### src/hdl/mq_pkg.sv
// shared types and constants for the cluster quality block
package mq_pkg;

  localparam int NODE_BITS    = 8;
  localparam int CLUSTER_BITS = 8;
  localparam int WEIGHT_BITS  = 16;
  localparam int FRAC_BITS    = 16;
  localparam int ACC_BITS     = 34;
  localparam int QUAL_BITS    = 25;
  localparam int QUO_BITS     = FRAC_BITS + 1;

  typedef enum logic [1:0] {
    OP_LABEL = 2'd0,
    OP_ADD   = 2'd1,
    OP_EVAL  = 2'd2,
    OP_NOP   = 2'd3
  } opcode_t;

  // divider handshake toward the evaluate walk
  typedef struct packed {
    logic                  done;
    logic [QUO_BITS-1:0]   quo;
  } div_rsp_t;

endpackage

### src/hdl/mq_div.sv
// restoring divider for one cluster term, one quotient bit per cycle
module mq_div (
  input  logic                          clk,
  input  logic                          rst_n,
  input  logic                          start,
  input  logic [mq_pkg::ACC_BITS:0]     num,
  input  logic [mq_pkg::ACC_BITS:0]     den,
  output mq_pkg::div_rsp_t              rsp
);

  localparam int CNT_BITS = $clog2(mq_pkg::QUO_BITS + 1);

  logic [mq_pkg::ACC_BITS+1:0] rem_r, rem_nxt;
  logic [mq_pkg::ACC_BITS:0]   den_r;
  logic [mq_pkg::QUO_BITS-1:0] quo_r, quo_nxt;
  logic [CNT_BITS-1:0]         cnt_r, cnt_nxt;
  logic                        run_r, run_nxt;
  logic                        done_r, done_nxt;
  logic                        ge;
  logic [mq_pkg::ACC_BITS+1:0] diff;

  always_comb begin
    ge       = rem_r >= {1'b0, den_r};
    diff     = ge ? (rem_r - {1'b0, den_r}) : rem_r;
    rem_nxt  = rem_r;
    quo_nxt  = quo_r;
    cnt_nxt  = cnt_r;
    run_nxt  = run_r;
    done_nxt = 1'b0;
    if (start) begin
      rem_nxt = {1'b0, num};
      quo_nxt = '0;
      cnt_nxt = CNT_BITS'(mq_pkg::QUO_BITS);
      run_nxt = 1'b1;
    end else if (run_r) begin
      rem_nxt = {diff[mq_pkg::ACC_BITS:0], 1'b0};
      quo_nxt = {quo_r[mq_pkg::QUO_BITS-2:0], ge};
      cnt_nxt = cnt_r - 1'b1;
      if (cnt_r == CNT_BITS'(1)) begin
        run_nxt  = 1'b0;
        done_nxt = 1'b1;
      end
    end
  end

  always_ff @(posedge clk) begin
    rem_r <= rem_nxt;
    quo_r <= quo_nxt;
    cnt_r <= cnt_nxt;
    if (start) den_r <= den;
    if (!rst_n) begin
      run_r  <= 1'b0;
      done_r <= 1'b0;
    end else begin
      run_r  <= run_nxt;
      done_r <= done_nxt;
    end
  end

  assign rsp.done = done_r;
  assign rsp.quo  = quo_r;

endmodule

### config.mk
export PLATFORM = sky130hd
export DESIGN_NAME = mq_div
export DESIGN_NICKNAME = d
export VERILOG_FILES = /design/src/hdl/mq_pkg.sv /design/src/hdl/mq_div.sv
export SDC_FILE = /design/constraint.sdc
export NUM_CORES = 1
export LEC_CHECK = 0
export ABC_AREA = 1
export ABC_CLOCK_PERIOD_IN_PS = 3400
export BUFFER_PORTS_ARGS = -buffer_cell sky130_fd_sc_hd__buf_2
export CORE_MARGIN = 5
export CORE_UTILIZATION = 30
export DETAILED_ROUTE_END_ITERATION = 6
export PLACE_DENSITY = 0.45
export SYNTH_ARGS = -nofsm -noshare
export SYNTH_HDL_FRONTEND = slang
export SYNTH_SLANG_ARGS = --single-unit
### constraint.sdc
create_clock -name clk -period 3.4 [get_ports clk]
set_input_delay 0.68 -clock clk [delete_from_list [all_inputs] [get_ports clk]]
set_output_delay 0.68 -clock clk [all_outputs]
set_load 0.03 [all_outputs]
==> impl_metrics.py, run 1 <==
metrics = {
    "status": {
        "status": "complete, no violations",
    },
    "place": {
        "dp_hpwl_um": 15100,
        "gp_congestion": 0.848,
        "port_buffers": 90,
    },
    "detailed_routing": {
        "drc": 0,
        "vias": 5989,
        "wirelength_um": 19000,
        "first_pass_iters": 5,
        "drt_iter0_markers": 289,
        "avgViaCountPerCell": 4.44,
        "drtAntennaViolNets": 0,
        "wl_per_cell_um": 14.1,
    },
    "power": {
        "p_per_area_nw_per_um2": 603,
        "ir_drop_mv": 0.228,
        "seqPwrFrac_pct": 32.0,
        "pwr-share-comb_pct": 46.6,
        "swShare_pct": 42.1,
        "pwr-share-clk_pct": 21.4,
        "p_leak_nw": 4.08,
        "p_switching_w": 0.00200,
        "p_int_w": 0.00274,
    },
    "worst_setup_path": {
        "cp-start-kind": "flip-flop",
        "worstSetupPathType": "flip-flop to flip-flop",
        "required_ns": 3.51,
        "cp-end-kind": "flip-flop",
        "critical_path_arrival_ns": 2.80,
        "path_max_fanout": 14,
    },
    "finish": {
        "antenna_cells": 0,
        "postLayoutCoreUtil_pct": 34.9,
        "multiInputGateArea_um2": 3390,
        "seq_area_um2": 2600,
        "layout_common_cells": "nand2_1, inv_1, buf_2",
        "layout_commonest_cell": "nand2_1",
        "nFillCells": 2507,
        "fin_nets": 1171,
        "drive_above_1_share_pct": 12.6,
        "syn2layout_area_growth_pct": 15.5,
    },
    "timing": {
        "skew_ns": 0.0166,
        "tightest_slew_ns": 0.715,
        "final.setup.tns_ns": 0,
        "fmax_mhz": 372,
        "relSlewSlack_pct": 52.1,
        "period_share_pct": 79.0,
        "rsz0062_at_grt": "false",
        "min_period_ns": 2.69,
        "finalHoldViolations": 0,
        "finalSetupViolCount": 0,
        "slew_viol_final": 0,
    },
    "floorplanning": {
        "core_area_um2": 22500,
        "rows": 55,
        "ios": 91,
        "chipWidth_um": 161,
        "fp.dieArea_um2": 25800,
        "die_h_um": 161,
        "start_util_pct": 30.2,
    },
    "logic_synthesis": {
        "syn_avg_cell_area_um2": 7.02,
        "synthCells": 970,
        "yosysUniqueCellTypes": 36,
        "yosysWarnings": 0,
        "ys_ff_latch": 95,
        "syn_nets": 1081,
        "synth-seq-area-share_pct": 38.2,
        "synth.cell_area_um2": 6810,
    },
    "cts": {
        "ctsHoldBuffers": 0,
        "clk-insertion-delay-late_ns": 0.36,
        "cts_resized": 0,
        "cts.repair_timing.setup_buffer_count": 0,
        "htree_levels": 3,
        "clock-sinks": 95,
        "clk_pin_slew_ns": 0.08,
        "clockBufferDepth": 2,
        "cts_tree": "built",
        "cts_buffers": 9,
        "root_buffer": "clkbuf_16",
    },
    "global_route": {
        "grt_pass1_wl_um": 30800,
        "antenna_found_initial": 1,
        "grt_max_degree": 41,
        "grt_overflow_total": 0,
        "grt_pass1_vias": 6233,
        "grtUsageTotal_pct": 14.8,
    },
    "worst_hold_path": {
        "hold_path_class": "flip-flop to flip-flop",
    },
    "flow_run": {
        "drv_cap": 0,
    },
}
[kinds of logic (layout without fill, tap and decap cells)]
| kind of cell | Yosys count | in the layout | share of synthesized area, % |
|---|---|---|---|
| buffers and inverters | 207 | 302 | 12.0 |
| AOI/OAI and AO/OA | 55 | 55 | 4.52 |
| adders and majority gates | 38 | 38 | 7.10 |
| DFF | 95 | 95 | 38.2 |
| xor gates and xnor gates | 19 | 19 | 2.45 |
| and+or+nand+nor | 556 | 556 | 35.7 |
[per-layer routing]
layer | vias to the layer above | global-route usage (%) | share of wire (%)
met5 | - | 0 | 0
met4 | 0 | 4.15 | 1.5
met3 | 17 | 3.57 | 5.2
met2 | 105 | 24.7 | 46
met1 | 2651 | 19.1 | 48
li1 | 3216 | - | -
[worst max-delay path: stages (launching register included)]
cell      delay [ns]
edfxtp_1        0.42
ha_1            0.39
a21oi_1         0.25
nand2_1         0.11
inv_1           0.06
nand2_1         0.07
nand2_1         0.06
nand2_1         0.08
nor2_4          0.42
buf_4           0.31
nand3b_1        0.10
nand3_1         0.10
nand2_1         0.05
[worst paths after layout]
kind / cells past startpoint / to / from / slack, ns
setup / recovery: 12 / rem_r[13] / rem_r[27] / 0.71
hold / removal: 2 / cnt_r[4] / cnt_r[4] / 0.47
setup reg to reg: 12 / rem_r[13] / rem_r[27] / 0.71
hold reg to reg: 2 / cnt_r[4] / cnt_r[4] / 0.47
[layout make-up]
type	count	share of cell area, %
Multi-Input combinational cell	668	43.1
Sequential cell	95	33.1
Inverter	188	8.98
Timing Repair Buffer	98	6.65
Tap cell	285	4.54
Clock buffer	9	2.86
Clock inverter	7	0.780
[Yosys cell counts]
| cell | number | area [um2] |
|---|---|---|
| o21bai_1 | 3 | 22.5 |
| nor2_4 | 2 | 22.5 |
| nand3_2 | 1 | 10.0 |
| a21oi_1 | 25 | 125 |
| o21ai_0 | 8 | 40.0 |
| dfxtp_1 | 25 | 500 |
| ha_1 | 37 | 463 |
| and2_2 | 1 | 7.51 |
| o21ai_1 | 1 | 5.00 |
| inv_1 | 179 | 672 |
| nand3b_1 | 36 | 270 |
| a21o_1 | 1 | 7.51 |
| xnor2_1 | 18 | 158 |
| nor3_2 | 2 | 20.0 |
| buf_4 | 4 | 30.0 |
| and2_1 | 1 | 6.26 |
| xor2_1 | 1 | 8.76 |
| o211ai_1 | 1 | 7.51 |
| buf_2 | 6 | 30.0 |
| nor2_2 | 2 | 12.5 |
| clkbuf_1 | 7 | 26.3 |
| nor2_1 | 54 | 203 |
| nand3_4 | 1 | 17.5 |
| nor3_1 | 9 | 45.0 |
| buf_6 | 2 | 22.5 |
| and3_1 | 1 | 6.26 |
| edfxtp_1 | 70 | 2100 |
| nand2_8 | 1 | 20.0 |
| nand2_2 | 5 | 31.3 |
| fa_1 | 1 | 20.0 |
| clkinv_1 | 3 | 11.3 |
| nand3_1 | 70 | 350 |
| o22ai_1 | 16 | 100 |
| nand2_1 | 362 | 1360 |
| nand4_1 | 8 | 50.1 |
| inv_2 | 6 | 22.5 |
[flip-flops by register name (all words and copies together) (netlist names)]
name	count
rem_r	36
den_r	35
quo_r	17
cnt_r	5
done_r	1
run_r	1
[power by group through the flow]
stage | combinational (W) | sequential [W] | clock (W)
detailed placement | 0.00223 | 0.00154 | 0
global placement | 0.00223 | 0.00154 | 0
global route | 0.00253 | 0.00153 | 0.00110
floorplan | 0.00169 | 0.00152 | 0
CTS | 0.00224 | 0.00152 | 0.00107
finish | 0.00221 | 0.00152 | 0.00101
[metrics by stage]
step | area (um2) | setup WS, ns | hold WS, ns | power [W] | instances
6_report | 7860 | 0.715 | 0.475 | 0.00474 | 1350
5_1_grt | 7860 | 0.538 | 0.469 | 0.00517 | 1350
4_1_cts | 7860 | 0.691 | 0.465 | 0.00482 | 1350
3_5_place_dp | 7580 | 0.745 | 0.450 | 0.00377 | 1334
3_3_place_gp | 7580 | 0.721 | 0.439 | 0.00378 | 1334
2_1_floorplan | 6810 | 0.946 | 0.428 | 0.00321 | 970
No activity file was read; power rests on OpenSTA's default activity.
==> inputs of run 2 (changes only) <==
- ABC_CLOCK_PERIOD_IN_PS: 3400 -> 2800
- clock period: 3.4 -> 2.8 ns (I/O delays scaled with it)
==> run 2 against run 1 <==
  * Non-clock buffer count up 5
  * Combinational power is 26% higher
  * Register-to-register slack got worse by 0.48 ns
  * Global-route usage grew 0.27 points
  * Largest cell class unchanged
==> impl_metrics.py, run 2 (same netlist as run 1, synthesis figures left out) <==
metrics = {
    "status": {
        "status": "complete, no violations",
    },
    "place": {
        "dp_hpwl_um": 15300,
        "gp_congestion": 0.893,
        "port_buffers": 90,
    },
    "global_route": {
        "grt_max_degree": 39,
        "grtUsageTotal_pct": 15.1,
        "grt_pass1_vias": 6263,
        "antenna_found_initial": 0,
        "grt_pass1_wl_um": 31400,
        "grt_overflow_total": 0,
    },
    "worst_setup_path": {
        "cpPeakStageDelay_ns": 0.41,
        "r2r_slack_ns": 0.23,
        "cp-start-kind": "flip-flop",
        "required_ns": 2.93,
        "path_max_fanout": 11,
        "critical_path_arrival_ns": 2.70,
        "rr_startpoint": "rem_r[13]",
        "crit_slowest_cell": "edfxtp_1",
        "path_delay_family": "simple AND/OR/NAND/NOR gates",
        "cp_num_buf_inv": 3,
        "crit_path_frequent_cell": "nand2_1",
        "cp-end-kind": "flip-flop",
        "path_cells": "ha_1, nand2_1, inv_1, nand2_1, nor2_1, nand4_1, nor2_2, nor2_4, buf_4, nand3_1, nand2_1, inv_1, nand2_1, nand2_1",
        "critPathLaunch": "rem_r[13]",
        "worstSetupPathType": "flip-flop to flip-flop",
    },
    "finish": {
        "layout_common_cells": "nand2_1, inv_1, buf_2",
        "antenna_cells": 0,
        "fin_nets": 1178,
        "layout_commonest_cell": "nand2_1",
        "top_register": "rem_r",
        "reg_top3": "rem_r: 36 flops, den_r: 35 flops, quo_r: 17 flops",
        "drive_above_1_share_pct": 13.3,
        "largest_reg_flops": 36,
        "syn2layout_area_growth_pct": 16.6,
    },
    "detailed_routing": {
        "first_pass_iters": 5,
        "wl_per_cell_um": 14.5,
        "drt_iter0_markers": 310,
        "vias": 6135,
        "wirelength_um": 19700,
        "avgViaCountPerCell": 4.52,
        "drtAntennaViolNets": 0,
        "drc": 0,
    },
    "cts": {
        "clock-sinks": 95,
        "cts_tree": "built",
        "root_buffer": "clkbuf_16",
        "htree_levels": 3,
        "clockBufferDepth": 2,
        "clk-insertion-delay-late_ns": 0.37,
        "clk_pin_slew_ns": 0.07,
        "cts_buffers": 9,
    },
    "floorplanning": {
        "die_h_um": 161,
        "chipWidth_um": 161,
        "start_util_pct": 30.2,
        "fp.dieArea_um2": 25800,
        "ios": 91,
        "core_area_um2": 22500,
        "rows": 55,
    },
    "timing": {
        "period_share_pct": 91.8,
        "min_period_ns": 2.57,
        "relSlewSlack_pct": 68.1,
        "tightest_slew_ns": 0.476,
        "rsz0062_at_grt": "false",
        "slew_viol_final": 0,
        "finalHoldViolations": 0,
        "finalSetupViolCount": 0,
        "fmax_mhz": 389,
        "skew_ns": 0.00916,
        "final.setup.tns_ns": 0,
    },
    "power": {
        "p_per_area_nw_per_um2": 743,
        "ir_drop_mv": 0.252,
        "p_total_w": 0.00589,
        "p_leak_nw": 4.11,
    },
    "worst_hold_path": {
        "hold_path_class": "input port to flip-flop",
        "worstHoldStart": "den[28]",
    },
    "flow_run": {
        "drv_cap": 0,
    },
}
## run 2: repair_timing
action,in CTS,in global routing
setup endpoints to repair,0,34
gates resized for setup,0,2
hold buffers,0,0
buffers inserted,0,1
## run 2: layout make-up
cell class	count	area, um2
well taps	285	357
multi-input cells	670	3420
fillers	2476	14600
inverters	188	706
flip-flops and latches	95	2600
clock buffers	10	239
clock inverters	6	60.1
repair buffers	103	548
## run 2: worst paths after layout
| check | endpoint | cells after the start |
|---|---|---|
| worst min register to register | quo_r[16] | 2 |
| worst max register to register | rem_r[34] | 14 |
| worst min-delay path | den_r[28] | 1 |
| worst max-delay path | rem_r[34] | 14 |
## run 2: layer usage
metal | up-vias | GRT usage (%) | part of all wire, %
met3 | 25 | 3.44 | 4.2
li1 | 3246 | - | -
met1 | 2743 | 19.9 | 49
met4 | 0 | 4.15 | 1.9
met2 | 121 | 24.8 | 45
met5 | - | 0 | 0
## run 2: where the power goes
part / internal [W] / switching [W] / leakage (nW)
Clock: 0.000653 / 0.000617 / 0.149
Sequential: 0.00175 / 0.0000933 / 0.901
Combinational: 0.000977 / 0.00181 / 3.06
## run 2: through the flow
step,hold slack [ns],setup WS (ns),utilization [%],std cells,area [um2]
floorplan,0.428,0.466,-,970,6810
global placement,0.439,0.287,33.7,1338,7590
detailed placement,0.448,0.206,33.7,1338,7590
CTS,0.348,0.188,35.1,1354,7890
global route,0.347,0.0338,35.3,1357,7930
finish,0.364,0.230,35.3,1357,7930
